<file path="src/rtl/core/pse_pkg.sv">
// ----------------------------------------------------------------------------
// Postfix evaluator package
// Shared constants, codes and types of the postfix stack evaluator.
// ----------------------------------------------------------------------------
package pse_pkg;

  localparam int STACK_DEPTH = 16;
  localparam int ADDR_W      = $clog2(STACK_DEPTH);
  localparam int CNT_W       = $clog2(STACK_DEPTH + 1);
  localparam int DATA_W      = 32;

  // ASCII codes of the accepted characters.
  localparam logic [7:0] CH_ZERO = 8'h30;
  localparam logic [7:0] CH_NINE = 8'h39;
  localparam logic [7:0] CH_ADD  = 8'h2B;
  localparam logic [7:0] CH_SUB  = 8'h2D;
  localparam logic [7:0] CH_MUL  = 8'h2A;
  localparam logic [7:0] CH_DIV  = 8'h2F;
  localparam logic [7:0] CH_POW  = 8'h24;

  typedef enum logic [2:0] {
    ST_OK, ST_UNDER, ST_OVER, ST_DIVZ, ST_UNKNOWN
  } status_t;

  typedef enum logic [2:0] {
    OP_ADD, OP_SUB, OP_MUL, OP_DIV, OP_POW
  } alu_op_t;

  typedef struct packed {
    logic    start;
    alu_op_t op;
  } alu_req_t;

  typedef enum logic [2:0] {
    A_IDLE, A_MUL, A_DIV, A_POW, A_DONE
  } alu_state_t;

  typedef enum logic [2:0] {
    S_IDLE, S_DECODE, S_RD_A, S_LATCH_A, S_CALC, S_REPORT, S_TOP, S_DONE
  } seq_state_t;

endpackage

</file>
<file path="src/rtl/core/pse_stack_ram.sv">
// ----------------------------------------------------------------------------
// Stack memory
// Single-port-write, single-port-read synchronous RAM with registered read.
// ----------------------------------------------------------------------------
module pse_stack_ram #(
  parameter int DEPTH = 16,
  parameter int WIDTH = 32
) (
  input  logic                     clk,
  input  logic                     we,
  input  logic [$clog2(DEPTH)-1:0] waddr,
  input  logic [WIDTH-1:0]         wdata,
  input  logic                     re,
  input  logic [$clog2(DEPTH)-1:0] raddr,
  output logic [WIDTH-1:0]         rdata
);

  logic [WIDTH-1:0] mem [DEPTH];

  always_ff @(posedge clk) begin
    if (we) begin
      mem[waddr] <= wdata;
    end
  end

  always_ff @(posedge clk) begin
    if (re) begin
      rdata <= mem[raddr];
    end
  end

endmodule

</file>
<file path="src/rtl/core/pse_alu.sv">
// ----------------------------------------------------------------------------
// Multi-cycle arithmetic unit
// Add, subtract, multiply, restoring divide and square-and-multiply power
// on one shared 32-bit multiplier.
// ----------------------------------------------------------------------------
module pse_alu (
  input  logic              clk,
  input  logic              rst_n,
  input  pse_pkg::alu_req_t req,
  input  logic [31:0]       a,
  input  logic [31:0]       b,
  output logic              done,
  output logic [31:0]       result
);
  import pse_pkg::*;

  alu_state_t  state_r, state_nxt;
  logic [31:0] x_r, y_r, r_r, quo_r, rem_r;
  logic        neg_r, phase_r;
  logic [4:0]  cnt_r;
  logic [31:0] mul_a, mul_b, prod, quo_nxt;
  logic [32:0] trial;

  always_comb begin
    if (state_r == A_POW) begin
      mul_a = phase_r ? x_r : r_r;
    end else begin
      mul_a = x_r;
    end
    mul_b = (state_r == A_POW) ? x_r : y_r;
    prod  = mul_a * mul_b;
    trial = {rem_r, quo_r[31]} - {1'b0, y_r};
    quo_nxt = {quo_r[30:0], ~trial[32]};
  end

  always_comb begin
    state_nxt = state_r;
    case (state_r)
      A_IDLE: begin
        if (req.start) begin
          case (req.op)
            OP_MUL:  state_nxt = A_MUL;
            OP_DIV:  state_nxt = A_DIV;
            OP_POW:  state_nxt = b[31] ? A_DONE : A_POW;
            default: state_nxt = A_DONE;
          endcase
        end
      end
      A_MUL:  state_nxt = A_DONE;
      A_DIV:  if (cnt_r == 5'd31) state_nxt = A_DONE;
      A_POW:  if (phase_r && cnt_r == 5'd30) state_nxt = A_DONE;
      A_DONE: state_nxt = A_IDLE;
      default: state_nxt = A_IDLE;
    endcase
  end

  always_comb begin
    done   = (state_r == A_DONE);
    result = r_r;
  end

  always_ff @(posedge clk) begin
    if (!rst_n) begin
      state_r <= A_IDLE;
    end else begin
      state_r <= state_nxt;
    end
  end

  always_ff @(posedge clk) begin
    case (state_r)
      A_IDLE: begin
        if (req.start) begin
          x_r     <= a;
          cnt_r   <= 5'd0;
          phase_r <= 1'b0;
          case (req.op)
            OP_ADD: begin
              y_r <= b;
              r_r <= a + b;
            end
            OP_SUB: begin
              y_r <= b;
              r_r <= a - b;
            end
            OP_MUL: y_r <= b;
            OP_DIV: begin
              quo_r <= a[31] ? (32'd0 - a) : a;
              y_r   <= b[31] ? (32'd0 - b) : b;
              rem_r <= 32'd0;
              neg_r <= a[31] ^ b[31];
            end
            OP_POW: begin
              y_r <= b;
              // Negative exponent: only a base of plus or minus one survives.
              if (b[31]) begin
                if (a == 32'd1) begin
                  r_r <= 32'd1;
                end else if (a == 32'hFFFF_FFFF) begin
                  r_r <= b[0] ? 32'hFFFF_FFFF : 32'd1;
                end else begin
                  r_r <= 32'd0;
                end
              end else begin
                r_r <= 32'd1;
              end
            end
            default: begin
              y_r <= b;
              r_r <= 32'd0;
            end
          endcase
        end
      end
      A_MUL: r_r <= prod;
      A_DIV: begin
        rem_r <= trial[32] ? {rem_r[30:0], quo_r[31]} : trial[31:0];
        quo_r <= quo_nxt;
        cnt_r <= cnt_r + 5'd1;
        if (cnt_r == 5'd31) begin
          r_r <= neg_r ? (32'd0 - quo_nxt) : quo_nxt;
        end
      end
      A_POW: begin
        if (!phase_r) begin
          if (y_r[0]) begin
            r_r <= prod;
          end
          phase_r <= 1'b1;
        end else begin
          x_r     <= prod;
          y_r     <= {1'b0, y_r[31:1]};
          phase_r <= 1'b0;
          cnt_r   <= cnt_r + 5'd1;
        end
      end
      default: ;
    endcase
  end

endmodule

</file>
<file path="src/rtl/core/postfix_stack_evaluator.sv">
// ----------------------------------------------------------------------------
// Postfix stack evaluator
// Evaluates a postfix expression fed one character per transaction.
// ----------------------------------------------------------------------------
// Sequence, from the accepting cycle to the load of the result register: the
// character is decoded; a digit is pushed, while an operator reads its right
// and then its left operand and, unless it divides by zero, runs the shared
// unit (a power in 31 rounds of a multiply and a square) and writes back; the
// top is then read unless the stack is empty; the load waits on the channel.
// Throughput: one character at a time; the next is taken once the previous
// result sits in the output register.
// Reset: synchronous, active low; empties the stack (count to zero).
// ----------------------------------------------------------------------------
module postfix_stack_evaluator (
  input  logic        clk,
  input  logic        rst_n,
  input  logic        in_tvalid,
  output logic        in_tready,
  input  logic [7:0]  in_tdata,   // [7:0] symbol
  input  logic        in_tlast,   // last_symbol
  output logic        out_tvalid,
  input  logic        out_tready,
  output logic [39:0] out_tdata,  // [31:0] top_value, [36:32] depth, [39:37] status
  output logic        out_tlast   // expression_end
);
  import pse_pkg::*;

  seq_state_t         state_r, state_nxt;
  logic [7:0]         sym_r;
  logic               last_r;
  logic [CNT_W-1:0]   count_r;
  status_t            status_r;
  logic [DATA_W-1:0]  b_r, top_r;
  logic [39:0]        out_tdata_r;
  logic               out_tlast_r, out_tvalid_r;

  logic               ram_we, ram_re;
  logic [ADDR_W-1:0]  ram_waddr, ram_raddr;
  logic [DATA_W-1:0]  ram_wdata, ram_rdata;
  alu_req_t           alu_req;
  logic               alu_done;
  logic [DATA_W-1:0]  alu_result;

  logic               is_digit, is_op, stack_full, out_free;
  alu_op_t            sym_op;

  // Character classification of the held symbol.
  always_comb begin
    is_digit = (sym_r >= CH_ZERO) && (sym_r <= CH_NINE);
    is_op    = (sym_r == CH_ADD) || (sym_r == CH_SUB) || (sym_r == CH_MUL) ||
               (sym_r == CH_DIV) || (sym_r == CH_POW);
    case (sym_r)
      CH_ADD:  sym_op = OP_ADD;
      CH_SUB:  sym_op = OP_SUB;
      CH_MUL:  sym_op = OP_MUL;
      CH_DIV:  sym_op = OP_DIV;
      default: sym_op = OP_POW;
    endcase
    stack_full = (count_r == CNT_W'(STACK_DEPTH));
    out_free   = !out_tvalid_r || out_tready;
  end

  pse_stack_ram #(
    .DEPTH (STACK_DEPTH),
    .WIDTH (DATA_W)
  ) u_ram (
    .clk   (clk),
    .we    (ram_we),
    .waddr (ram_waddr),
    .wdata (ram_wdata),
    .re    (ram_re),
    .raddr (ram_raddr),
    .rdata (ram_rdata)
  );

  // The left operand arrives straight from the memory read port.
  pse_alu u_alu (
    .clk    (clk),
    .rst_n  (rst_n),
    .req    (alu_req),
    .a      (ram_rdata),
    .b      (b_r),
    .done   (alu_done),
    .result (alu_result)
  );

  // Sequencer next state.
  always_comb begin
    state_nxt = state_r;
    case (state_r)
      S_IDLE:    if (in_tvalid) state_nxt = S_DECODE;
      S_DECODE:  state_nxt = (is_op && count_r >= CNT_W'(2)) ? S_RD_A : S_REPORT;
      S_RD_A:    state_nxt = S_LATCH_A;
      S_LATCH_A: begin
        if (sym_op == OP_DIV && b_r == '0) begin
          state_nxt = S_REPORT;
        end else begin
          state_nxt = S_CALC;
        end
      end
      S_CALC:    if (alu_done) state_nxt = S_REPORT;
      S_REPORT:  state_nxt = (count_r != '0) ? S_TOP : S_DONE;
      S_TOP:     state_nxt = S_DONE;
      S_DONE:    if (out_free) state_nxt = S_IDLE;
      default:   state_nxt = S_IDLE;
    endcase
  end

  // Sequencer outputs: memory strobes and the unit request.
  always_comb begin
    ram_we        = 1'b0;
    ram_waddr     = ADDR_W'(count_r);
    ram_wdata     = DATA_W'(sym_r - CH_ZERO);
    ram_re        = 1'b0;
    ram_raddr     = ADDR_W'(count_r - CNT_W'(1));
    alu_req.start = 1'b0;
    alu_req.op    = sym_op;
    in_tready     = 1'b0;
    case (state_r)
      S_IDLE:   in_tready = 1'b1;
      S_DECODE: begin
        if (is_digit && !stack_full) begin
          ram_we = 1'b1;
        end else if (is_op && count_r >= CNT_W'(2)) begin
          // Right operand is the top entry.
          ram_re = 1'b1;
        end
      end
      S_RD_A: begin
        ram_re    = 1'b1;
        ram_raddr = ADDR_W'(count_r - CNT_W'(2));
      end
      S_LATCH_A: alu_req.start = !(sym_op == OP_DIV && b_r == '0);
      S_CALC: begin
        // Result replaces the left operand; the pop follows in the count.
        ram_we    = alu_done;
        ram_waddr = ADDR_W'(count_r - CNT_W'(2));
        ram_wdata = alu_result;
      end
      S_REPORT: begin
        // The final character reports the bottom entry instead of the top.
        ram_re = (count_r != '0);
        if (last_r) begin
          ram_raddr = '0;
        end
      end
      default: ;
    endcase
  end

  always_ff @(posedge clk) begin
    if (!rst_n) begin
      state_r      <= S_IDLE;
      count_r      <= '0;
      out_tvalid_r <= 1'b0;
    end else begin
      state_r <= state_nxt;
      if (state_r == S_DONE && out_free) begin
        out_tvalid_r <= 1'b1;
      end else if (out_tvalid_r && out_tready) begin
        out_tvalid_r <= 1'b0;
      end
      case (state_r)
        S_IDLE: begin
          if (in_tvalid) begin
            sym_r    <= in_tdata;
            last_r   <= in_tlast;
            status_r <= ST_OK;
          end
        end
        S_DECODE: begin
          if (is_digit) begin
            if (stack_full) begin
              status_r <= ST_OVER;
            end else begin
              count_r <= count_r + CNT_W'(1);
            end
          end else if (is_op) begin
            if (count_r < CNT_W'(2)) begin
              status_r <= ST_UNDER;
            end
          end else begin
            status_r <= ST_UNKNOWN;
          end
        end
        S_RD_A: b_r <= ram_rdata;
        S_LATCH_A: begin
          if (sym_op == OP_DIV && b_r == '0) begin
            status_r <= ST_DIVZ;
          end
        end
        S_CALC: begin
          if (alu_done) begin
            count_r <= count_r - CNT_W'(1);
          end
        end
        S_REPORT: top_r <= '0;
        S_TOP:    top_r <= ram_rdata;
        S_DONE: begin
          if (out_free) begin
            out_tlast_r  <= last_r;
            out_tdata_r  <= {status_r, (last_r ? 5'd0 : 5'(count_r)), top_r};
            if (last_r) begin
              count_r <= '0;
            end
          end
        end
        default: ;
      endcase
    end
  end

  assign out_tvalid = out_tvalid_r;
  assign out_tdata  = out_tdata_r;
  assign out_tlast  = out_tlast_r;

  // The stack count never runs past the memory depth.
  assert property (@(posedge clk) disable iff (!rst_n)
    count_r <= CNT_W'(STACK_DEPTH))
    else $error("stack count beyond depth");

  // Memory writes happen only on a push or a unit writeback.
  assert property (@(posedge clk) disable iff (!rst_n)
    ram_we |-> (state_r == S_DECODE || state_r == S_CALC))
    else $error("stray stack write");

  // A new result is only ever loaded from the completion state.
  assert property (@(posedge clk) disable iff (!rst_n)
    $rose(out_tvalid_r) |-> $past(state_r == S_DONE))
    else $error("result loaded outside completion");

endmodule

</file>
<file path="config.mk">
export PLATFORM = sky130hd
export DESIGN_NAME = postfix_stack_evaluator
export DESIGN_NICKNAME = d
export VERILOG_FILES = /design/src/rtl/core/pse_pkg.sv /design/src/rtl/core/pse_stack_ram.sv /design/src/rtl/core/pse_alu.sv /design/src/rtl/core/postfix_stack_evaluator.sv
export SDC_FILE = /design/constraint.sdc
export NUM_CORES = 2
export LEC_CHECK = 0
export ABC_AREA = 1
export BUFFER_PORTS_ARGS = -buffer_cell sky130_fd_sc_hd__buf_2
export CAP_MARGIN = 20
export CORE_ASPECT_RATIO = 1.75
export CORE_MARGIN = 2
export CORE_UTILIZATION = 30
export CTS_BUF_LIST = sky130_fd_sc_hd__clkbuf_16
export DETAILED_ROUTE_END_ITERATION = 8
export HOLD_SLACK_MARGIN = 0.08
export PLACE_DENSITY_LB_ADDON = 0.08
export SLEW_MARGIN = 20
export SYNTH_ARGS = -nofsm -noshare
export SYNTH_HDL_FRONTEND = slang
export SYNTH_SLANG_ARGS = --single-unit
</file>
<file path="constraint.sdc">
create_clock -name clk -period 11.55 [get_ports clk]
set_input_delay 0.5775 -clock clk [delete_from_list [all_inputs] [get_ports clk]]
set_output_delay 0.5775 -clock clk [all_outputs]
set_load 0.02 [all_outputs]
</file>
-- Word-level counts from Yosys, hierarchy flattened
Memories as Yosys holds them, arrays and structs flattened. A register that Yosys moved wholly into a read port is not among the register bits.
Cells that the tools add are included.
- bitwise logic cells: 2
- equal/unequal tests: 41
- multiply operators: 1
- reduce and logical (&&, ||, !) cells: 43
- add/subtract/negate cells: 11
- mux-type cells: 79
- magnitude comparators: 4
- operators with widths (kind ; number):
    $mux 32 ; 25
    $pmux 32 s2 ; 5
    $pmux 32 s4 ; 2
    $sub 1x32->32 const A ; 3
    $mux 3 ; 14
    $eq 8x6->1 const B ; 5
    $mux 5 ; 7
    $sub 33x32->33 ; 1
    $add 32x32->32 ; 1
    $eq 32x1->1 const B ; 1
    $eq 32x32->1 const B ; 1
    $logic_not 32->1 ; 1
    $mul 32x32->32 ; 1
    $sub 32x32->32 ; 1
    $pmux 5 s3 ; 2
    $pmux 3 s4 ; 2
    $pmux 3 s8 ; 1
    $reduce_and 3->1 ; 8
    $ne 2x2->1 const B ; 11
    $eq 3x2->1 const B ; 6
    $eq 3x3->1 const B ; 6
    $pmux 3 s3 ; 2
    $eq 5x5->1 const B ; 3
    $mux 1 ; 13
    30 further kinds ; 59
- bits in writable memories: 512
- memories: 1
- output and inout port bits: 43
- input port bits: 13
- register bits: 296
- memory list (memory ; words ; bits a word ; rd ports ; clocked after memory_dff ; write ports ; RTL line ; RTL):
    u_ram.mem ; 16 ; 32 ; 1 ; 1 ; 1 ; pse_stack_ram.sv:18 ; logic [WIDTH-1:0] mem [DEPTH];

-- Longest topological paths before layout
- word-level depth: 9
- gate-level depth with buffers: 45
- gate-level depth less buffers: 42

-- Modules after synthesis
A second synthesis with hierarchy kept.
- cells, all modules: 6689
- area total of the unflattened synthesis: 58951.5 um2
- by module, submodules not included (module ; cells each ; area an instance (um2) ; times used):
    pse_alu ; 4061 ; 30519.3 ; 1
    pse_stack_ram ; 2120 ; 23050.9 ; 1
    postfix_stack_evaluator ; 508 ; 5381.4 ; 1

-- Worst setup path after synthesis
Ideal clock, no wire load.
- path type: register -> register
- start point: register u_alu.state_r[2]
- end point: register u_alu.x_r[29], data pin
- setup time: 0.265 ns
- buffers on the path: 3
- required time: 11.285 ns
- path slack: 4.086 ns
- cell stages (with the launch flop): 34
- arrival time: 7.198 ns
- path through: dfxtp_1 > buf_6 > inv_6 > nand3_4 > buf_8 > buf_6 > o21ai_4 > clkinv_1 > nand2_1 > inv_1 > fa_1 > fa_1 > fa_1 > inv_1 > fa_1 > inv_1 > fa_1 > inv_1 > fa_1 > inv_1 > fa_1 > fa_1 > ha_1 > nand2_1 > nor4_1 > nand4_1 > nand3_1 > nand2_1 > o211ai_1 > a21oi_1 > o21ai_0 > xor2_1 > nand2_1 > o21ai_0
- cells in the longest elaborated chain, start to end: 5
- elaborated cells on any way between the ends: 7
- classes of those cells: mul: 1; eq/ne: 1; mux: 4; reduce/logical: 1
- ends and longest elaborated chain (what ; RTL line ; RTL):
    start, declared ; pse_alu.sv:17 ; alu_state_t state_r, state_nxt;
    start signal, assigned ; pse_alu.sv:66 ; state_r <= state_nxt;
    $eq 3x2->1 ; pse_alu.sv:25, pse_alu.sv:30, pse_alu.sv:71 ;
    $mux 32, on equally long branches ; pse_alu.sv:25, pse_alu.sv:30 ;
    $mul 32x32->32 ; pse_alu.sv:31 ; prod = mul_a * mul_b;
    $mux 32 ; pse_alu.sv:125 ; if (!phase_r) begin
    $pmux 32 s2 (*) ; pse_alu.sv:71 ; case (state_r)
    end signal, assigned ; pse_alu.sv:131 ; x_r <= prod;
    end, declared ; pse_alu.sv:18 ; logic [31:0] x_r, y_r, r_r, quo_r, rem_r;
Mark *: on every way between the ends. The rest lies on a longest branch, timed or not. The select of a mux whose other input is x is not followed.
A chain may end at the register's enable or synchronous reset.

-- Worst setup path in the final report
- start point: register u_alu.state_r[2]
- end point: register u_alu.r_r[30] (netlist: u_alu.result[30]), data pin
- cells in the longest elaborated chain, start to end: 6
- elaborated cells on any way between the ends: 10
- classes of those cells: mul: 1; eq/ne: 3; mux: 5; reduce/logical: 1
- ends and longest elaborated chain (what ; RTL line ; RTL):
    $eq 3x2->1 ; pse_alu.sv:25, pse_alu.sv:30, pse_alu.sv:71 ;
    $mux 32, on equally long branches ; pse_alu.sv:25, pse_alu.sv:30 ;
    $mul 32x32->32 ; pse_alu.sv:31 ;
    $mux 32 ; pse_alu.sv:126 ; if (y_r[0]) begin
    $mux 32 ; pse_alu.sv:125 ;
    $pmux 32 s4 (*) ; pse_alu.sv:71 ;
    end signal, assigned ; pse_alu.sv:80 ; r_r <= a + b;
    end signal, assigned ; pse_alu.sv:121 ; r_r <= neg_r ? (32'd0 - quo_nxt) : quo_nxt;
    end signal, assigned ; pse_alu.sv:127 ; r_r <= prod;
    end, declared ; pse_alu.sv:18 ;
Marks and branches as above.

==> flow_metrics.env <==
export IMPL_status="complete, no violations"
export IMPL_gp_congestion=0.9480
export IMPL_layout_common_cells="1371 x nand2_1, 1083 x inv_1, 828 x edfxtp_1, 498 x nor2_1, 410 x fa_1"
export IMPL_max_stage_delay_ns=0.67
export IMPL_drtIter0Drc=2885
export IMPL_grt_max_degree=185
export IMPL_drive_gt1_share_pct=6.733
export IMPL_die_w_um=336.2
export IMPL_first_global_vias=45600
export IMPL_wl_met2_um=129600
export IMPL_synthDistinctLibCells=66
export IMPL_layout_commonest_cell="nand2_1"
export IMPL_syn_inst=6260
export IMPL_hold_violations=0
export IMPL_cap_violations=0
export IMPL_syn_to_final_growth_pct=11.10
export IMPL_crit_slowest_cell="clkinv_1"
export IMPL_avgSynthCellArea_um2=9.253
export IMPL_drt_pass1_iter_count=5
export IMPL_h_tree_depth=3
export IMPL_post_route_period_util_pct=81.45
export IMPL_vias=43860
export IMPL_critPathCaptureType="flop"
export IMPL_synth_warnings=0
export IMPL_slew_headroom_pct=23.55
export IMPL_clock_skew_ns=0.02621
export IMPL_coreArea_um2=192200
export IMPL_antenna_left=0
export IMPL_routed_via_density=4.912
export IMPL_synthTopCellsByArea="edfxtp_1 43%, fa_1 14%, nand2_1 8.9%"
export IMPL_cts_buffers=85
export IMPL_path_clk_slew_ns=0.07
export IMPL_hold_path_class="in -> reg"
export IMPL_crit_buf_inv=5
export IMPL_arrival_ns=9.82
export IMPL_die_h_um=585.3
export IMPL_std_cell_rows=213
export IMPL_port_buffers=55
export IMPL_cts_root_buf="clkbuf_16"
export IMPL_wl_per_cell_um=26.15
export IMPL_ios=56
export IMPL_drc=0
export IMPL_fin_crit_ns=9.408
export IMPL_cts_max_path_buffers=3
export IMPL_worstMarginPinSlew_ns=1.143
export IMPL_grt_pass1_wl_um=331100
export IMPL_setup_viol=0
export IMPL_worst_ep_required_time_ns=11.96
export IMPL_synth_area_leader_cell="edfxtp_1"
export IMPL_insertion_delay_ns=0.67
export IMPL_path_class="reg -> reg"
export IMPL_ys_async_sr_fraction_pct=0
export IMPL_clock_sinks=840
export IMPL_hpwlAfterDp_um=178900
export IMPL_synth_nets=6887
export IMPL_cts_tree="done"
export IMPL_post_cts_buffers=0
export IMPL_cts_resized_gates=0
export IMPL_dr_wl_met3_um=6099
export IMPL_antenna_found_initial=9
export IMPL_grt_ovfl_total=0
export IMPL_fin_nets=6905
export IMPL_cp_top_family="adder cells"
export IMPL_synth_edf_count=828
export IMPL_grt_use_total_pct=23.70
export IMPL_fill_cells=20020
export IMPL_initial_core_util_pct=30.15
export IMPL_critPathLaunchType="flop"
export IMPL_synth_ff_type="edfxtp_1"
export IMPL_drv_slew=0
export IMPL_crit_fanout=112
export IMPL_fin_tns_setup_ns=0
export IMPL_wl_um=233500
export IMPL_crit_top_cell="fa_1"
export IMPL_fmax_mhz=106.3
export IMPL_yosysSeqAreaShare_pct=43.34
export IMPL_syn_cell_area_um2=57920
export IMPL_rsz0062_at_grt="false"
export IMPL_fp_dieArea_um2=196700
export IMPL_ys_ff_latch=840
export IMPL_m1WireLength_um=79160
export IMPL_top_layer="met5"
export IMPL_synth_top_area_share_pct=42.92
[worst reg2reg max path: cells and delay by family (launching register included)]
kind                       cells  cell delay, ns
adders and majority gates      9            4.65
AOI/OAI and AO/OA              1            0.24
buffers and inverters          5            1.35
and+or+nand+nor               11            2.29
DFF                            1            0.62
[logic make-up after synthesis]
group,synth area share (%)
flip-flops,43.34
buffers and inverters,9.048
adder cells (fa/ha/maj),18.58
XOR/XNOR,2.056
AO/OA/AOI/OAI,10.95
AND/OR/NAND/NOR,16.03
[cell type report]
cell class	instances	area [um^2]	area share (%)
Antenna cell	7	17.52	0.02722
Clock buffer	86	2152	3.344
Multi-Input combinational cell	4074	27900	43.35
Inverter	1087	4090	6.356
Tap cell	2580	3228	5.016
Sequential cell	840	25100	39.01
Clock inverter	65	495.5	0.7699
Timing Repair Buffer	190	1369	2.127
[routing by layer]
layer	vias to the layer above	track usage [%]
met2	904	46.53
met4	8	16.04
met1	21950	23.16
li1	20550	-
met3	436	1.986
met5	-	0
[path summary, 6_finish.rpt]
| path | startpoint | end | slack [ns] | cells past startpoint |
|---|---|---|---|---|
| min reg2reg | top_r[15]$_SDFFCE_PN0P_ | out_tdata[15]$_DFFE_PP_ | 0.41 | 0 |
| max reg2reg | u_alu.state_r[2]$_SDFFE_PN0P_ | u_alu.result[30]$_DFFE_PP_ | 2.14 | 26 |
| max | u_alu.state_r[2]$_SDFFE_PN0P_ | u_alu.result[30]$_DFFE_PP_ | 2.14 | 26 |
| min | out_tready | out_tvalid$_SDFFE_PN0P_ | 0.23 | 4 |
[flip-flops by register name, indices dropped and copies added, names as in the netlist, 3 cells and up]
register       flops
count_r            5
u_alu.quo_r       32
u_alu.x_r         32
state_r            3
u_alu.result      32
out_tdata         40
u_ram.rdata       32
u_alu.cnt_r        5
top_r             32
u_ram.mem        512
u_alu.state_r      3
status_r           3
u_alu.y_r         32
b_r               32
u_alu.rem_r       32
sym_r              8
[repair_timing]
item | CTS | global route
hold buffers | 9 | 0
endpoints found under the setup margin | 0 | 0
hold endpoints to repair | 9 | 0
[synth_stat cells (5+ instances only)]
cell type and instances:
a211oi_1 9, a21o_1 15, a21oi_1 291, a22oi_1 10
a31oi_1 17, buf_1 11, buf_2 27, buf_4 7
buf_6 15, clkbuf_1 198, clkinv_1 10, dfxtp_1 12
edfxtp_1 828, fa_1 410, ha_1 204, inv_1 1067
inv_2 9, nand2_1 1374, nand2_2 17, nand3_1 197
nand3b_1 15, nand4_1 49, nor2_1 519, nor3_1 41
nor4_1 20, o2111ai_1 9, o211ai_1 179, o21ai_0 382
o21ai_1 14, o21ai_2 15, o21bai_1 11, o221ai_1 62
o22ai_1 7, o31ai_1 5, or2_2 13, xnor2_1 43
xor2_1 93
[stage by stage]
stage / util (%) / hold slack, ns / instance area [um^2] / cells / worst slack (ns)
floorplan: - / 0.4003 / 57920 / 6260 / 4.086
global placement: 32.03 / 0.4028 / 61550 / 8761 / 2.190
detailed placement: 32.04 / 0.4056 / 61560 / 8761 / 2.083
CTS: 33.46 / 0.2062 / 64300 / 8921 / 2.061
global route: 33.49 / 0.2448 / 64350 / 8928 / 1.619
finish: 33.49 / 0.2319 / 64350 / 8929 / 2.142
Power is left out: the tool's default activity adds up to more than one toggle a clock period on the data nets, which glitch-free logic cannot reach.
